File: config.mk
export PLATFORM = sky130hd
export DESIGN_NAME = stereo_peak_meter_with_hold
export DESIGN_NICKNAME = d
export VERILOG_FILES = /design/src/spm_pkg.sv /design/src/stereo_peak_meter_with_hold.sv /design/src/spm_csr.sv /design/src/spm_input_stage.sv /design/src/spm_frame_update.sv
export SDC_FILE = /design/constraint.sdc
export NUM_CORES = 1
export LEC_CHECK = 0
export BUFFER_PORTS_ARGS = -buffer_cell sky130_fd_sc_hd__clkbuf_2
export CORE_ASPECT_RATIO = 1.75
export CORE_UTILIZATION = 45
export CTS_BUF_LIST = sky130_fd_sc_hd__clkbuf_8 sky130_fd_sc_hd__clkbuf_16
export CTS_CLUSTER_DIAMETER = 200
export DETAILED_ROUTE_END_ITERATION = 7
export PLACE_DENSITY = 0.72
export SLEW_MARGIN = 20
export SYNTH_ARGS = -nofsm -noshare
export SYNTH_HDL_FRONTEND = slang
export SYNTH_SLANG_ARGS = --single-unit
File: constraint.sdc
create_clock -name clock -period 5.6 [get_ports clock]
set_clock_uncertainty 0.2 [all_clocks]
set_input_delay 1.68 -clock clock [delete_from_list [all_inputs] [get_ports clock]]
set_output_delay 1.68 -clock clock [all_outputs]
set_load 0.02 [all_outputs]
File: src/spm_pkg.sv
// ----------------------------------------------------------------------------
// spm_pkg
// Types, register map and shared helpers for the stereo peak meter.
// ----------------------------------------------------------------------------
package spm_pkg;

   localparam int unsigned CSR_ADDR_WIDTH = 3;
   localparam int unsigned CSR_DATA_WIDTH = 32;

   localparam logic CSR_IDX_DECAY_STEP  = 1'b0;
   localparam logic CSR_IDX_HOLD_FRAMES = 1'b1;

   localparam logic [6:0] DECAY_STEP_RESET  = 7'd2;
   localparam logic [5:0] HOLD_FRAMES_RESET = 6'd30;

   typedef struct packed {
      logic signed [15:0] sample_left;
      logic signed [15:0] sample_right;
      logic               frame_end;
   } req_payload_type;

   typedef struct packed {
      logic [6:0] level_left;
      logic [6:0] level_right;
      logic [7:0] hold_left;
      logic [7:0] hold_right;
   } rsp_payload_type;

   typedef struct packed {
      logic [7:0] mag_left;
      logic [7:0] mag_right;
      logic       frame_end;
   } mag_item_type;

   typedef struct packed {
      logic [6:0] decay_step;
      logic [5:0] hold_frames;
   } cfg_type;

   function automatic logic [7:0] byte_magnitude(input logic signed [15:0] sample);
      logic [7:0] hi;
      hi = sample[15:8];
      return hi[7] ? 8'(-hi) : hi;
   endfunction

   function automatic logic [6:0] decay_level(input logic [6:0] shown,
                                              input logic [6:0] level,
                                              input logic [6:0] step);
      logic signed [8:0] dec;
      dec = $signed({2'b00, shown}) - $signed({2'b00, step});
      if ((shown != 7'd0) && (dec > $signed({2'b00, level}))) begin
         return dec[6:0];
      end
      return level;
   endfunction

endpackage

File: src/stereo_peak_meter_with_hold.sv
// ----------------------------------------------------------------------------
// stereo_peak_meter_with_hold
// Stereo peak meter with per-frame decay and peak-hold markers.
// ----------------------------------------------------------------------------
// Channel   Direction  Handshake            Payload
// req       in         req_valid/req_ready  req_payload (samples, frame_end)
// rsp       out        rsp_valid/rsp_ready  rsp_payload (levels, hold markers)
// csr       in         APB-style            decay_step at 0x0, hold_frames at 0x4
//
// One transaction can be accepted every cycle into the input register. The frame
// update is combinational and loads the result register at the next edge.
// A frame_end transaction passes through the input register and then the result register.
// Reset is synchronous and clears all meter state and the valid flags of both registers.
// A stalled result holds back the next frame_end transaction, and the input stops
// while that transaction waits in the input register.
// ----------------------------------------------------------------------------
module stereo_peak_meter_with_hold
   import spm_pkg::*;
(
   input  logic                      clock,
   input  logic                      reset,
   input  logic                      req_valid,
   output logic                      req_ready,
   input  req_payload_type           req_payload,
   output logic                      rsp_valid,
   input  logic                      rsp_ready,
   output rsp_payload_type           rsp_payload,
   input  logic                      csr_psel,
   input  logic                      csr_penable,
   input  logic                      csr_pwrite,
   input  logic [CSR_ADDR_WIDTH-1:0] csr_paddr,
   input  logic [CSR_DATA_WIDTH-1:0] csr_pwdata,
   output logic [CSR_DATA_WIDTH-1:0] csr_prdata,
   output logic                      csr_pready
);

   cfg_type      cfg;
   logic         take;
   logic         item_valid;
   mag_item_type item;

   spm_csr u_csr (
      .clock       (clock),
      .reset       (reset),
      .csr_psel    (csr_psel),
      .csr_penable (csr_penable),
      .csr_pwrite  (csr_pwrite),
      .csr_paddr   (csr_paddr),
      .csr_pwdata  (csr_pwdata),
      .csr_prdata  (csr_prdata),
      .csr_pready  (csr_pready),
      .cfg         (cfg)
   );

   spm_input_stage u_input_stage (
      .clock       (clock),
      .reset       (reset),
      .req_valid   (req_valid),
      .req_ready   (req_ready),
      .req_payload (req_payload),
      .take        (take),
      .item_valid  (item_valid),
      .item        (item)
   );

   spm_frame_update u_frame_update (
      .clock       (clock),
      .reset       (reset),
      .cfg         (cfg),
      .item_valid  (item_valid),
      .item        (item),
      .take        (take),
      .rsp_valid   (rsp_valid),
      .rsp_ready   (rsp_ready),
      .rsp_payload (rsp_payload)
   );

endmodule

File: src/spm_csr.sv
// ----------------------------------------------------------------------------
// spm_csr
// Register file for the decay step and the hold limit, APB-style access.
// ----------------------------------------------------------------------------
module spm_csr
   import spm_pkg::*;
(
   input  logic                      clock,
   input  logic                      reset,
   input  logic                      csr_psel,
   input  logic                      csr_penable,
   input  logic                      csr_pwrite,
   input  logic [CSR_ADDR_WIDTH-1:0] csr_paddr,
   input  logic [CSR_DATA_WIDTH-1:0] csr_pwdata,
   output logic [CSR_DATA_WIDTH-1:0] csr_prdata,
   output logic                      csr_pready,
   output cfg_type                   cfg
);

   cfg_type cfg_ff;
   cfg_type cfg_in;
   logic    wr_en;
   logic    reg_idx;

   assign csr_pready = 1'b1;
   assign wr_en      = csr_psel && csr_penable && csr_pwrite;
   assign reg_idx    = csr_paddr[2];

   always_comb begin
      cfg_in = cfg_ff;
      if (wr_en) begin
         unique case (reg_idx)
            CSR_IDX_DECAY_STEP:  cfg_in.decay_step  = csr_pwdata[6:0];
            CSR_IDX_HOLD_FRAMES: cfg_in.hold_frames = csr_pwdata[5:0];
            default:             cfg_in = cfg_ff;
         endcase
      end
   end

   always_comb begin
      unique case (reg_idx)
         CSR_IDX_DECAY_STEP:  csr_prdata = {25'd0, cfg_ff.decay_step};
         CSR_IDX_HOLD_FRAMES: csr_prdata = {26'd0, cfg_ff.hold_frames};
         default:             csr_prdata = '0;
      endcase
   end

   always_ff @(posedge clock) begin
      if (reset) begin
         cfg_ff.decay_step  <= DECAY_STEP_RESET;
         cfg_ff.hold_frames <= HOLD_FRAMES_RESET;
      end else begin
         cfg_ff <= cfg_in;
      end
   end

   assign cfg = cfg_ff;

endmodule

File: src/spm_input_stage.sv
// ----------------------------------------------------------------------------
// spm_input_stage
// Input register holding the sample magnitudes of one transaction.
// ----------------------------------------------------------------------------
module spm_input_stage
   import spm_pkg::*;
(
   input  logic            clock,
   input  logic            reset,
   input  logic            req_valid,
   output logic            req_ready,
   input  req_payload_type req_payload,
   input  logic            take,
   output logic            item_valid,
   output mag_item_type    item
);

   logic         valid_ff;
   logic         valid_in;
   mag_item_type item_ff;
   mag_item_type item_in;
   logic         load;

   assign req_ready = !valid_ff || take;
   assign load      = req_valid && req_ready;

   always_comb begin
      item_in.mag_left  = byte_magnitude(req_payload.sample_left);
      item_in.mag_right = byte_magnitude(req_payload.sample_right);
      item_in.frame_end = req_payload.frame_end;
      if (load) begin
         valid_in = 1'b1;
      end else if (take) begin
         valid_in = 1'b0;
      end else begin
         valid_in = valid_ff;
      end
   end

   always_ff @(posedge clock) begin
      if (reset) begin
         valid_ff <= 1'b0;
      end else begin
         valid_ff <= valid_in;
      end
   end

   always_ff @(posedge clock) begin
      if (load) begin
         item_ff <= item_in;
      end
   end

   assign item_valid = valid_ff;
   assign item       = item_ff;

endmodule

File: src/spm_frame_update.sv
// ----------------------------------------------------------------------------
// spm_frame_update
// Frame peaks, decayed levels, hold markers, hold counter and result register.
// ----------------------------------------------------------------------------
module spm_frame_update
   import spm_pkg::*;
(
   input  logic            clock,
   input  logic            reset,
   input  cfg_type         cfg,
   input  logic            item_valid,
   input  mag_item_type    item,
   output logic            take,
   output logic            rsp_valid,
   input  logic            rsp_ready,
   output rsp_payload_type rsp_payload
);

   logic [7:0]      peak_l_ff, peak_r_ff, peak_l_in, peak_r_in;
   logic [6:0]      shown_l_ff, shown_r_ff, shown_l_in, shown_r_in;
   logic [7:0]      mark_l_ff, mark_r_ff, mark_l_in, mark_r_in;
   logic [5:0]      count_ff, count_in;
   logic            rsp_valid_ff, rsp_valid_in;
   rsp_payload_type rsp_ff, rsp_in;

   logic [7:0] peak_l, peak_r;
   logic [6:0] shown_l, shown_r;
   logic [6:0] count_inc;
   logic       expire;
   logic [7:0] mark_l_a, mark_r_a;
   logic [8:0] bar_l, bar_r;
   logic       hit_l, hit_r;
   logic       frame_done;

   assign take       = item_valid && (!item.frame_end || !rsp_valid_ff || rsp_ready);
   assign frame_done = take && item.frame_end;

   always_comb begin
      peak_l    = (item.mag_left > peak_l_ff) ? item.mag_left : peak_l_ff;
      peak_r    = (item.mag_right > peak_r_ff) ? item.mag_right : peak_r_ff;
      count_inc = {1'b0, count_ff} + 7'd1;
      expire    = count_inc > {1'b0, cfg.hold_frames};
      mark_l_a  = expire ? 8'd0 : mark_l_ff;
      mark_r_a  = expire ? 8'd0 : mark_r_ff;
      shown_l   = decay_level(shown_l_ff, peak_l[7:1], cfg.decay_step);
      shown_r   = decay_level(shown_r_ff, peak_r[7:1], cfg.decay_step);
      bar_l     = {shown_l, 2'b00};
      bar_r     = {shown_r, 2'b00};
      hit_l     = {1'b0, mark_l_a} < bar_l;
      hit_r     = {1'b0, mark_r_a} < bar_r;

      peak_l_in    = peak_l_ff;
      peak_r_in    = peak_r_ff;
      shown_l_in   = shown_l_ff;
      shown_r_in   = shown_r_ff;
      mark_l_in    = mark_l_ff;
      mark_r_in    = mark_r_ff;
      count_in     = count_ff;
      rsp_in       = rsp_ff;
      rsp_valid_in = rsp_valid_ff && !rsp_ready;

      if (frame_done) begin
         peak_l_in  = 8'd0;
         peak_r_in  = 8'd0;
         shown_l_in = shown_l;
         shown_r_in = shown_r;
         mark_l_in  = hit_l ? (bar_l[7:0] - 8'd4) : mark_l_a;
         mark_r_in  = hit_r ? (bar_r[7:0] - 8'd4) : mark_r_a;
         if (hit_l || hit_r) begin
            count_in = 6'd0;
         end else begin
            count_in = expire ? 6'd0 : count_inc[5:0];
         end
         rsp_in.level_left  = shown_l;
         rsp_in.level_right = shown_r;
         rsp_in.hold_left   = mark_l_in;
         rsp_in.hold_right  = mark_r_in;
         rsp_valid_in       = 1'b1;
      end else if (take) begin
         peak_l_in = peak_l;
         peak_r_in = peak_r;
      end
   end

   always_ff @(posedge clock) begin
      if (reset) begin
         peak_l_ff    <= 8'd0;
         peak_r_ff    <= 8'd0;
         shown_l_ff   <= 7'd0;
         shown_r_ff   <= 7'd0;
         mark_l_ff    <= 8'd0;
         mark_r_ff    <= 8'd0;
         count_ff     <= 6'd0;
         rsp_valid_ff <= 1'b0;
      end else begin
         peak_l_ff    <= peak_l_in;
         peak_r_ff    <= peak_r_in;
         shown_l_ff   <= shown_l_in;
         shown_r_ff   <= shown_r_in;
         mark_l_ff    <= mark_l_in;
         mark_r_ff    <= mark_r_in;
         count_ff     <= count_in;
         rsp_valid_ff <= rsp_valid_in;
      end
   end

   always_ff @(posedge clock) begin
      rsp_ff <= rsp_in;
   end

   assign rsp_valid   = rsp_valid_ff;
   assign rsp_payload = rsp_ff;

endmodule

Word-level counts from Yosys, hierarchy flattened

Index checks and enable logic that the tools add are counted.
W data, S select, Z words.

Register bits: 114
Input bits: 75
Output and inout bits: 65
Word-level logic and storage cells: 81

Add/sub/neg operators: 7
Order comparisons: 7
Mux-type cells: 20
Bitwise gates (word level): 1
Reductions and logical operators: 24

Operators by type and width:

| operator              | number |
|---|---|
| $pmux W32 S2          | 1 |
| $mux W8               | 6 |
| $mux W7               | 6 |
| $gt A9 B8 Y1          | 2 |
| $lt A8 B9 Y1          | 2 |
| $gt A8 B8 Y1          | 2 |
| $neg A8 Y8            | 2 |
| $sub A7 B7 Y8         | 2 |
| $sub A8 B3 Y8 const B | 2 |
| $reduce_bool A7 Y1    | 2 |
| $mux W6               | 2 |
| $logic_and A1 B1 Y1   | 8 |
| $reduce_and A2 Y1     | 4 |
| $add A6 B1 Y7 const B | 1 |
| $gt A7 B6 Y1          | 1 |
| $mux W1               | 5 |
| $logic_not A1 Y1      | 4 |
| $logic_or A1 B1 Y1    | 4 |
| $reduce_bool A2 Y1    | 1 |
| $reduce_or A2 Y1      | 1 |
| $not A1 Y1            | 1 |

Depth between registers and ports, before layout

Gate-level depths: netlist of run 1.

Depth after elaboration: 9
Depth in mapped cells: 28
Mapped depth without buffers: 27

By module

A second synthesis of run 1 with hierarchy kept.

Cells, all modules: 803
Area total of the unflattened synthesis: 7455.9 µm²

Modules (own cells, without submodules):

| module           | instances | cells each | area an instance (µm²) | sequential area each (µm²) |
|---|---|---|---|---|
| spm_frame_update | 1         | 650        | 5739.3                 | 1961.9 |
| spm_input_stage  | 1         | 62         | 864.6                  | 530.5 |
| spm_csr          | 1         | 91         | 852.1                  | 260.2 |

Least setup slack after synthesis of run 1

OpenSTA, ideal clock, no wires.

Path type: register to register
Start point: register u_csr.cfg_ff (netlist bit u_csr.cfg[7])
End point: register u_frame_update.rsp_ff (netlist bit u_frame_update.rsp_payload[2]) (data pin)
Data arrival time: 5.131 ns
Required time: 5.129 ns
Slack: -0.002 ns
Stages on the path, launching flop included: 28
Buffers on the path: 2
Path through: dfxtp_1 inv_1 ha_1 nor2b_1 o21ai_0 a21boi_0 o21ai_0 nand2_1 xnor2_1 inv_1 ha_1 and3_1 nand3_1 nor2_1 mux2_4 a221oi_4 buf_6 mux2i_2 inv_1 ha_1 nand3_1 o31ai_1 a221oi_1 o32ai_1 mux2i_2 buf_2 a21oi_1 a21oi_1

Word-level cells in the longest chain between the ends: 7
Elaborated cells on any way between the ends: 9
Those cells by class: 2 x add/sub; 2 x order compare; 4 x mux; 1 x reduce/logical

Ends and longest elaborated chain:

| element                       | RTL line                | RTL |
|---|---|---|
| from (decl)                   | spm_csr.sv:20           | `cfg_type cfg_ff;` |
| from (signal assigned)        | spm_csr.sv:53           | `cfg_ff <= cfg_in;` |
| $sub A7 B7 Y8 (*)             | spm_pkg.sv:50           | `dec = $signed({2'b00, shown}) - $signed({2'b00, step});` |
| $gt A9 B8 Y1                  | spm_pkg.sv:51           | `if ((shown != 7'd0) && (dec > $signed({2'b00, level}))) begin` |
| $logic_and A1 B1 Y1           | spm_pkg.sv:51           |  |
| $mux W1                       | spm_pkg.sv:51           |  |
| $mux W7 (*)                   | spm_pkg.sv:54           | `return level;` |
| net u_frame_update.shown_r[2] | spm_frame_update.sv:27  | `logic [6:0] shown_l, shown_r;` |
| $lt A8 B9 Y1 (*)              | spm_frame_update.sv:50  | `hit_r = {1'b0, mark_r_a} < bar_r;` |
| $mux W8 (*)                   | spm_frame_update.sv:68  | `mark_r_in = hit_r ? (bar_r[7:0] - 8'd4) : mark_r_a;` |
| to (signal assigned)          | spm_frame_update.sv:108 | `rsp_ff <= rsp_in;` |
| to (decl)                     | spm_frame_update.sv:24  | `rsp_payload_type rsp_ff, rsp_in;` |

The timed path passes the listed nets; every way through them passes the cells marked *. The select of a mux whose other input is x is not followed.
A chain may end at the register's enable or synchronous reset.

Worst setup path in the final report of run 1

Start point: register u_input_stage.item_ff (netlist bit u_input_stage.item[2])
End point: register u_frame_update.mark_r_ff[5]

Word-level cells in the longest chain between the ends: 8
Elaborated cells on any way between the ends: 9
Those cells by class: 1 x add/sub; 3 x order compare; 4 x mux; 1 x reduce/logical

Ends and longest elaborated chain:

| element                                              | RTL line                                       | RTL |
|---|---|---|
| from (decl)                                          | spm_input_stage.sv:20                          | `mag_item_type item_ff;` |
| from (signal assigned)                               | spm_input_stage.sv:50                          | `item_ff <= item_in;` |
| $gt A8 B8 Y1                                         | spm_frame_update.sv:40                         | `peak_r = (item.mag_right > peak_r_ff) ? item.mag_right : peak_r_ff;` |
| $mux W8 (*)                                          | spm_frame_update.sv:40                         |  |
| $gt A9 B8 Y1                                         | spm_pkg.sv:51                                  |  |
| $logic_and A1 B1 Y1                                  | spm_pkg.sv:51                                  |  |
| $mux W1                                              | spm_pkg.sv:51                                  |  |
| $mux W7 (*)                                          | spm_pkg.sv:54                                  |  |
| net u_frame_update.shown_r[2]                        | spm_frame_update.sv:27                         |  |
| $sub A8 B3 Y8 / $lt A8 B9 Y1 (equally long branches) | spm_frame_update.sv:68, spm_frame_update.sv:50 |  |
| $mux W8 (*)                                          | spm_frame_update.sv:68                         |  |
| to (signal assigned)                                 | spm_frame_update.sv:101                        | `mark_r_ff <= mark_r_in;` |
| to (decl)                                            | spm_frame_update.sv:21                         | `logic [7:0] mark_l_ff, mark_r_ff, mark_l_in, mark_r_in;` |

The timed path passes the listed nets; every way through them passes the cells marked *.

==> tab_implementation.tex, run 1 <==
\begin{tabular}{lr}
\hline
Metric & Value \\
\hline
\multicolumn{2}{l}{\textbf{Synth}} \\
\quad Count of cell types in the netlist & 81 \\
\quad Post-Synthesis Cells & 789 \\
\quad Area fraction of the dominant cell type after synthesis & 19.12\% \\
\quad Sequential cell area fraction in the yosys report & 37.29\% \\
\quad Top flip-flop cell by instance count after synthesis & dfxtp\_1 \\
\quad Number of synthesized flops with an enable pin & 47 \\
\quad Average footprint of a synthesized cell & 9.356 um2 \\
\quad Leading cell types by total area after synthesis & edfxtp\_1 19\%, dfxtp\_1 18\%, ha\_1 10\%, mux2i\_1 6.9\%, inv\_1 4.0\% \\
\quad Total of warnings raised by yosys & 0 \\
\quad Post-synthesis register bit count & 114 \\
\quad Async set-reset flop share out of synthesis & 0\% \\
\quad Post-Syn Area & 0.007382 mm2 \\
\quad Library cell occupying the most area in the post-synthesis netlist & edfxtp\_1 \\
\multicolumn{2}{l}{\textbf{Power}} \\
\quad Combinational fraction of design power & 31.5\% \\
\quad Net Sw Frac & 30.77\% \\
\quad Peak supply drop & 0.0002103 V \\
\quad PnR Total Power & 0.003034 W \\
\quad Leakage power summed over all cells & 4.139 nW \\
\quad Proportion of power drawn by the clock network & 36.9\% \\
\quad Cell area power density & 322.8 mW/mm2 \\
\quad Net Sw Power & 0.0009338 W \\
\quad Sequential group share of total power & 31.6\% \\
\quad Design internal power & 0.002100 W \\
\multicolumn{2}{l}{\textbf{CTS}} \\
\quad Number of sinks on the clock net & 114 \\
\quad Clock tree from TritonCTS & done \\
\quad CTS hold repair buffers & 0 \\
\quad Insertion delay to the later sink of the worst-skew pair & 0.42 ns \\
\quad Clock Tree Buf Depth & 2 \\
\quad Total clock buffers created by CTS & 17 \\
\quad Root Driver & clkbuf\_16 \\
\quad Count of H-tree levels built during CTS & 4 \\
\quad Post-CTS clock slew at the launch and capture registers of the worst setup and hold paths & 0.05 ns \\
\multicolumn{2}{l}{\textbf{Floorplan}} \\
\quad Total core area & 0.01595 mm2 \\
\quad Effective utilization at floorplan & 46.28\% \\
\quad Site row count & 61 \\
\quad Die Height & 171.4 um \\
\quad Die Width & 98.82 um \\
\quad Die ar. & 0.01694 mm2 \\
\quad Number of placed I/O pins & 140 \\
\multicolumn{2}{l}{\textbf{Critical path}} \\
\quad Top Family by Delay on Critical Path & compound AO/OA/AOI/OAI gates \\
\quad Cell with the largest stage delay on the worst path & edfxtp\_1 \\
\quad Required time at the worst-slack endpoint & 5.70 ns \\
\quad Worst setup slack for register-to-register paths & 0.1 ns \\
\quad Delay of the slowest cell on the worst path & 0.43 ns \\
\quad Worst Setup End Kind & flip-flop \\
\quad Cell repeated most along the worst path & ha\_4 \\
\quad Worst EP arrival & 5.61 ns \\
\quad Worst setup SP type & flip-flop \\
\quad Reg2reg path depth & 26 \\
\quad Critical path fanouts, max & 9 \\
\quad Worst r2r dst & u\_frame\_update.mark\_r\_ff[5]\$\_SDFFE\_PP0P\_ \\
\quad Reg-to-reg critical path startpoint & u\_input\_stage.item[2]\$\_DFFE\_PP\_ \\
\quad Bufs and invs on worst path & 5 \\
\quad Kind of critical path & flip-flop to flip-flop \\
\multicolumn{2}{l}{\textbf{STA}} \\
\quad Unrepaired setup endpoints after global routing & yes \\
\quad Actual transition at the worst max-transition pin & 0.9477 ns \\
\quad Worst hold margin & 0.2392 ns \\
\quad Final setup violation count & 0 \\
\quad Slew Limit Fails & 0 \\
\quad Final TNS setup & 0 ns \\
\quad Post-layout min period & 5.504 ns \\
\quad Max-Slew Margin vs Limit & 36.58\% \\
\quad Number of hold violations in the final report & 0 \\
\quad Maximum achievable frequency & 181.7 MHz \\
\quad Fraction of the cycle the final worst path needs & 98.29\% \\
\multicolumn{2}{l}{\textbf{Drt}} \\
\quad Vias per cell & 5.414 \\
\quad 1st-iter DRT viols & 326 \\
\quad Wire per inst & 15.87 um \\
\quad \# DRC & 0 \\
\quad Count of antenna-violating nets left after detailed routing & 0 \\
\quad Iteration count of the initial detailed-routing pass & 5 \\
\quad Total Routed Length & 18.20 mm \\
\quad DR vias & 6210 \\
\multicolumn{2}{l}{\textbf{Final layout}} \\
\quad Post-layout util & 58.93\% \\
\quad Ratio of cells with drive above 1 in the final layout & 27.97\% \\
\quad Combined flip-flop and latch cell area & 0.002756 mm2 \\
\quad \# diodes & 0 \\
\quad Post-route non-filler standard cell count & 1147 \\
\quad Most used cells in the layout excluding fill and tap cells & 81 x inv\_1, 81 x buf\_4, 70 x clkbuf\_2, 69 x nand2\_1, 64 x dfxtp\_1 \\
\quad Layout filler cell count & 1318 \\
\quad Area grow syn2layout & 27.34\% \\
\quad Area taken by multi-input logic gates & 0.004472 mm2 \\
\quad Final net count & 1082 \\
\multicolumn{2}{l}{\textbf{Min path}} \\
\quad Path class of the lowest-slack min-delay path & flip-flop to flip-flop \\
\quad Depth of the worst hold-timing path & 2 \\
\quad Hold path endpoint & u\_frame\_update.mark\_l\_ff[1]\$\_SDFFE\_PP0P\_ \\
\quad Startpoint of the most critical hold path & u\_frame\_update.mark\_l\_ff[1]\$\_SDFFE\_PP0P\_ \\
\multicolumn{2}{l}{\textbf{GRT}} \\
\quad Antenna violations before repair & 0 \\
\quad Via count of the first global-routing pass & 6027 \\
\quad Global-route wire length before repair & 28.37 mm \\
\quad Gr ovfl total & 0 \\
\quad GRT Overall Usage & 21.35\% \\
\quad Largest net degree at the start of global routing & 29 \\
\multicolumn{2}{l}{\textbf{Run status}} \\
\quad Outcome & completed \\
\multicolumn{2}{l}{\textbf{Place}} \\
\quad Total instance count after detailed placement & 1097 \\
\quad Post-detailed-placement half-perimeter wirelength & 12.99 mm \\
\quad Placer congestion estimate & 0.8906 \\
\quad PortBufs & 70 \\
\multicolumn{2}{l}{\textbf{Job}} \\
\quad Count of max-cap constraint violations & 0 \\
\hline
\end{tabular}
[cell families after synthesis]
logic type	Yosys count	share of synthesized area [%]
AOI/OAI and AO/OA	161	15.15
other	2	0.1017
adders and majority gates	63	10.86
muxes	60	8.712
DFF	114	37.29
buffers and inverters	125	7.966
and+or+nand+nor	227	15.42
xor gates and xnor gates	37	4.492
[per-layer routing]
| layer | vias to the layer above | part of all wire [%] | global-route usage [%] |
|---|---|---|---|
| met2 | 188 | 52 | 39.04 |
| met1 | 2921 | 40 | 23.00 |
| met4 | 0 | 4.5 | 12.33 |
| met3 | 56 | 4.0 | 3.576 |
| met5 | - | 0 | 0 |
| li1 | 3045 | - | - |
[synthesized netlist by cell type, drive strengths merged, types with 3 or more instances]
master   number
nor2b        10
o31ai         4
a21o          5
and3          5
o21ai        48
buf          32
clkbuf       12
a211oi        3
mux2          5
or2           6
o32ai         7
ha           60
o2bb2ai       3
a21oi        44
nand2b       11
inv          79
or3           7
o221ai        3
mux2i        55
nor3          9
dfxtp        67
edfxtp       47
xor2         10
nor2         54
a21boi        3
nand2        71
and2         10
o211ai        8
a221oi        4
xnor2        27
o311a         3
nand3        23
nand3b        5
o21a          6
nand4         7
[what timing repair did]
| item | CTS | global route |
|---|---|---|
| gates resized for setup | 16 | 60 |
| setup endpoints to repair | 18 | 38 |
| pin swaps | 14 | 26 |
| cloned | 0 | 1 |
| buffers inserted | 6 | 11 |
[power groups by stage]
stage	clock, W	sequential, W	combinational [W]
3_3_place_gp	0	0.000970	0.000793
6_report	0.00112	0.000957	0.000957
3_5_place_dp	0	0.000972	0.000809
4_1_cts	0.00113	0.000956	0.000848
5_1_grt	0.00117	0.000962	0.00104
2_1_floorplan	0	0.000984	0.000541
[worst register-to-register path, stage by stage (launching register included)]
cell      delay, ns
edfxtp_1       0.43
ha_4           0.24
nor2b_4        0.12
o211ai_2       0.21
a21oi_4        0.09
o21ai_4        0.15
buf_12         0.15
mux2i_4        0.30
ha_4           0.24
and3_1         0.18
nand3_2        0.08
nor2_1         0.04
mux2_4         0.30
a221oi_4       0.35
mux2i_2        0.34
inv_2          0.09
ha_4           0.29
buf_4          0.11
o21ai_0        0.08
nand2b_1       0.13
a221oi_2       0.09
o32ai_2        0.30
mux2i_2        0.13
buf_4          0.16
buf_6          0.13
o211a_4        0.15
a221o_1        0.31
[worst max-delay path by stage]
stage | startpoint | endpoint | slack [ns] | depth (start not counted)
after floorplan | u_csr.cfg[7]$_SDFFE_PP1P_ | u_frame_update.rsp_payload[2]$_DFFE_PP_ | 0.06 | 27
after global placement | u_frame_update.shown_r_ff[0]$_SDFFE_PP0P_ | u_frame_update.mark_r_ff[5]$_SDFFE_PP0P_ | -0.11 | 25
after detailed placement | u_frame_update.shown_r_ff[0]$_SDFFE_PP0P_ | u_frame_update.mark_r_ff[5]$_SDFFE_PP0P_ | -0.23 | 26
after CTS | u_csr.cfg[7]$_SDFFE_PP1P_ | u_frame_update.mark_r_ff[5]$_SDFFE_PP0P_ | 0.001 | 27
after global routing | u_input_stage.item[7]$_DFFE_PP_ | u_frame_update.mark_r_ff[5]$_SDFFE_PP0P_ | -0.12 | 26
final | u_input_stage.item[2]$_DFFE_PP_ | u_frame_update.mark_r_ff[5]$_SDFFE_PP0P_ | 0.1 | 26
[sequential cells by signal (all words and copies together), names as in the netlist]
name                        flops
u_frame_update.mark_l_ff        8
u_input_stage.item             17
u_frame_update.count_ff         6
u_frame_update.peak_r_ff        8
u_frame_update.rsp_valid        1
u_input_stage.item_valid        1
u_frame_update.mark_r_ff        8
u_frame_update.peak_l_ff        8
u_frame_update.rsp_payload     30
u_csr.cfg                      13
u_frame_update.shown_l_ff       7
u_frame_update.shown_r_ff       7
[layout make-up]
class                   count  area share [%]
clock buffers              17           4.525
clock inverters            15           1.863
inverters                  81           3.234
multi-input cells         574           47.57
flip-flops and latches    114           29.32
well taps                 189           2.516
repair buffers            157           10.97
[stage by stage]
| stage | cell area (um2) | worst slack, ns |
|---|---|---|
| 6_report | 9400 | 0.09566 |
| 5_1_grt | 9400 | -0.1223 |
| 4_1_cts | 9035 | 0.001257 |
| 3_5_place_dp | 8307 | -0.2310 |
| 3_3_place_gp | 8307 | -0.1142 |
| 2_1_floorplan | 7480 | 0.05532 |
Note: power is estimated with default switching activity, not from simulation.
==> run 2: changes to the inputs <==
--- a/config.mk
+++ b/config.mk
@@ -5,6 +5,7 @@
 export SDC_FILE = /design/constraint.sdc
 export NUM_CORES = 1
 export LEC_CHECK = 0
+export ABC_AREA = 1
 export BUFFER_PORTS_ARGS = -buffer_cell sky130_fd_sc_hd__clkbuf_2
 export CORE_ASPECT_RATIO = 1.75
 export CORE_UTILIZATION = 45
@@ -12,6 +13,7 @@
 export CTS_CLUSTER_DIAMETER = 200
 export DETAILED_ROUTE_END_ITERATION = 7
 export PLACE_DENSITY = 0.72
+export RECOVER_POWER = 100
 export SLEW_MARGIN = 20
 export SYNTH_ARGS = -nofsm -noshare
 export SYNTH_HDL_FRONTEND = slang
==> tab_implementation.tex, run 2 <==
\begin{tabular}{lr}
\hline
Metric & Value \\
\hline
\multicolumn{2}{l}{\textbf{CTS}} \\
\quad Insertion delay to the later sink of the worst-skew pair & 0.42 ns \\
\quad Count of H-tree levels built during CTS & 4 \\
\quad Total clock buffers created by CTS & 17 \\
\quad CTS hold repair buffers & 0 \\
\quad Post-CTS clock slew at the launch and capture registers of the worst setup and hold paths & 0.06 ns \\
\quad Clock Tree Buf Depth & 2 \\
\quad Number of gates given a new drive strength after cts & 0 \\
\quad Clock tree from TritonCTS & done \\
\quad Root Driver & clkbuf\_16 \\
\quad Number of sinks on the clock net & 114 \\
\quad \# Post-CTS Setup Buffers & 0 \\
\multicolumn{2}{l}{\textbf{Drt}} \\
\quad Count of antenna-violating nets left after detailed routing & 0 \\
\quad Total Routed Length & 15.29 mm \\
\quad 1st-iter DRT viols & 227 \\
\quad Vias per cell & 4.976 \\
\quad \# DRC & 0 \\
\quad Iteration count of the initial detailed-routing pass & 6 \\
\quad Wire per inst & 13.05 um \\
\quad DR vias & 5827 \\
\multicolumn{2}{l}{\textbf{Power}} \\
\quad Leakage power summed over all cells & 3.821 nW \\
\quad Peak supply drop & 0.0001906 V \\
\quad Cell area power density & 365.1 mW/mm2 \\
\multicolumn{2}{l}{\textbf{Synth}} \\
\quad Top cells by instance count after synthesis & 200 x nand2\_1, 138 x inv\_1, 67 x dfxtp\_1 \\
\quad Library cell occupying the most area in the post-synthesis netlist & edfxtp\_1 \\
\quad Average footprint of a synthesized cell & 7.872 um2 \\
\quad Sequential cell area fraction in the yosys report & 39.20\% \\
\quad Leading cell types by total area after synthesis & edfxtp\_1 20\%, dfxtp\_1 19\%, ha\_1 11\%, nand2\_1 11\%, inv\_1 7.4\% \\
\quad Area fraction of the dominant cell type after synthesis & 20.10\% \\
\quad Post-synthesis register bit count & 114 \\
\quad Total of warnings raised by yosys & 0 \\
\quad Count of cell types in the netlist & 40 \\
\quad Most frequent cell after synthesis & nand2\_1 \\
\quad Number of synthesized flops with an enable pin & 47 \\
\quad Top flip-flop cell by instance count after synthesis & dfxtp\_1 \\
\quad Post-Synthesis Cells & 892 \\
\quad Async set-reset flop share out of synthesis & 0\% \\
\quad Post-Syn Area & 0.007022 mm2 \\
\multicolumn{2}{l}{\textbf{Floorplan}} \\
\quad Effective utilization at floorplan & 45.85\% \\
\quad Die Width & 96.43 um \\
\quad Die ar. & 0.01613 mm2 \\
\quad Die Height & 167.2 um \\
\quad Total core area & 0.01531 mm2 \\
\quad Number of placed I/O pins & 140 \\
\quad Site row count & 60 \\
\multicolumn{2}{l}{\textbf{STA}} \\
\quad Slew Limit Fails & 71 \\
\quad Number of hold violations in the final report & 0 \\
\quad Post-layout min period & 5.041 ns \\
\quad Max-Slew Margin vs Limit & -23.69\% \\
\quad Actual transition at the worst max-transition pin & 1.855 ns \\
\quad Final setup violation count & 0 \\
\quad Final TNS setup & 0 ns \\
\quad Maximum achievable frequency & 198.4 MHz \\
\quad Worst Slack Setup Final & 0.5592 ns \\
\quad Fraction of the cycle the final worst path needs & 90.01\% \\
\quad Unrepaired setup endpoints after global routing & no \\
\multicolumn{2}{l}{\textbf{GRT}} \\
\quad Antenna violations before repair & 0 \\
\quad Gr ovfl total & 0 \\
\quad Via count of the first global-routing pass & 5566 \\
\quad GRT Overall Usage & 20.02\% \\
\quad Global-route wire length before repair & 24.87 mm \\
\quad Largest net degree at the start of global routing & 38 \\
\multicolumn{2}{l}{\textbf{Run status}} \\
\quad Violated checks & capacitance limit, slew limit \\
\quad Outcome & complete, but fails checks \\
\multicolumn{2}{l}{\textbf{Critical path}} \\
\quad Critical path fanouts, max & 11 \\
\quad Required time at the worst-slack endpoint & 5.57 ns \\
\quad Worst Setup End Kind & flip-flop \\
\quad Worst EP arrival & 5.01 ns \\
\quad Kind of critical path & flip-flop to flip-flop \\
\quad Worst setup SP type & flip-flop \\
\multicolumn{2}{l}{\textbf{Place}} \\
\quad Post-Place Setup Slack & 0.5237 ns \\
\quad Placer congestion estimate & 0.8879 \\
\quad Post-detailed-placement half-perimeter wirelength & 11.30 mm \\
\quad PortBufs & 70 \\
\multicolumn{2}{l}{\textbf{Final layout}} \\
\quad Most used cells in the layout excluding fill and tap cells & 204 x nand2\_1, 140 x inv\_1, 72 x o21ai\_0, 67 x dfxtp\_1, 60 x ha\_1 \\
\quad Area taken by multi-input logic gates & 0.003485 mm2 \\
\quad Leading cell type in the layout, fill and taps excluded & nand2\_1 \\
\quad Ratio of cells with drive above 1 in the final layout & 9.645\% \\
\quad Post-layout util & 52.11\% \\
\quad Area grow syn2layout & 13.65\% \\
\quad \# diodes & 0 \\
\quad Combined flip-flop and latch cell area & 0.002753 mm2 \\
\quad Number of flip-flops under the largest register name & 30 \\
\quad Layout filler cell count & 1480 \\
\quad Final net count & 1109 \\
\multicolumn{2}{l}{\textbf{Min path}} \\
\quad Path class of the lowest-slack min-delay path & flip-flop to flip-flop \\
\multicolumn{2}{l}{\textbf{Job}} \\
\quad Count of max-cap constraint violations & 2 \\
\hline
\end{tabular}
run 2: cell types whose count changed after synthesis, sizes merged, moves of 8 or more:
cell	delta
mux2i	-55
nand3	+23
nand2b	-11
xnor2	-22
o211ai	-8
a21oi	+9
nand2	+148
inv	+62
o21ai	+35
xor2	+12
nor2b	-10
run 2: worst max-delay path, cell delays in order (launching register included):
cell and delay (ns):
dfxtp_1 0.38, ha_1 0.27, fa_1 0.40, o21ai_0 0.28, a21oi_1 0.09, o21ai_0 0.20, xor2_1 0.26, ha_1 0.29
nand2_1 0.07, inv_1 0.05, nand2_1 0.05, nor2_1 0.04, nand2_1 0.06, nor3b_4 0.40, nand2_4 0.15, nand2_1 0.09
nand2_1 0.20, ha_1 0.38, a21oi_1 0.16, nand2_1 0.07, nand2_1 0.11, nand2_2 0.20, inv_1 0.16, nand2_1 0.08
and2_0 0.14
run 2: cells by family after synthesis:
logic type      count (synthesis)  share of synthesized area (%)
simple gates                  346                          22.22
buf+inv                       187                          11.78
compound gates                154                          12.06
flops                         114                          39.20
fa+ha+maj                      62                          11.26
xor+xnor                       27                          3.368
other cells                     2                         0.1070
run 2: layout make-up:
cell class	instances	share of cell area (%)
clock buffer	17	5.331
clock inverter	15	2.399
inverter	145	6.820
multi-input combinational	615	43.67
sequential	114	34.49
tap	186	2.916
timing repair buffer	79	4.374
run 2: through the flow:
stage | power [W] | std cells | area, um2 | hold slack [ns]
2_1_floorplan | 0.001622 | 916 | 7112 | 0.2215
3_3_place_gp | 0.001784 | 1139 | 7480 | 0.2324
3_5_place_dp | 0.001803 | 1139 | 7480 | 0.2318
4_1_cts | 0.002949 | 1171 | 8097 | 0.2486
5_1_grt | 0.003082 | 1171 | 7980 | 0.2712
6_report | 0.002914 | 1171 | 7980 | 0.2492
run 2: worst paths after layout:
check	from	endpoint	slack, ns	cells after the start
worst max register to register	u_csr.cfg[6]$_SDFFE_PP0P_	u_frame_update.rsp_payload[4]$_DFFE_PP_	0.56	24
worst min-delay path	u_frame_update.mark_l_ff[0]$_SDFFE_PP0P_	u_frame_update.mark_l_ff[0]$_SDFFE_PP0P_	0.25	2
worst min register to register	u_frame_update.mark_l_ff[0]$_SDFFE_PP0P_	u_frame_update.mark_l_ff[0]$_SDFFE_PP0P_	0.25	2
worst max-delay path	u_csr.cfg[6]$_SDFFE_PP0P_	u_frame_update.rsp_payload[4]$_DFFE_PP_	0.56	24
run 2: report_power, final:
| group | total [W] | leakage (nW) | internal (W) | switching, W |
|---|---|---|---|---|
| logic | 0.000805 | 2.51 | 0.000268 | 0.000537 |
| registers | 0.000970 | 0.993 | 0.000947 | 0.0000235 |
| clock network | 0.00114 | 0.314 | 0.000741 | 0.000398 |
| total | 0.00291 | 3.82 | 0.00196 | 0.000958 |
run 2: layer usage:
layer / track usage (%) / up-vias / part of all wire, %
met5: 0 / - / 0
met4: 10.36 / 0 / 3.4
met3: 3.588 / 31 / 4.2
met2: 37.10 / 138 / 53
met1: 20.56 / 2633 / 39
li1: - / 3025 / -
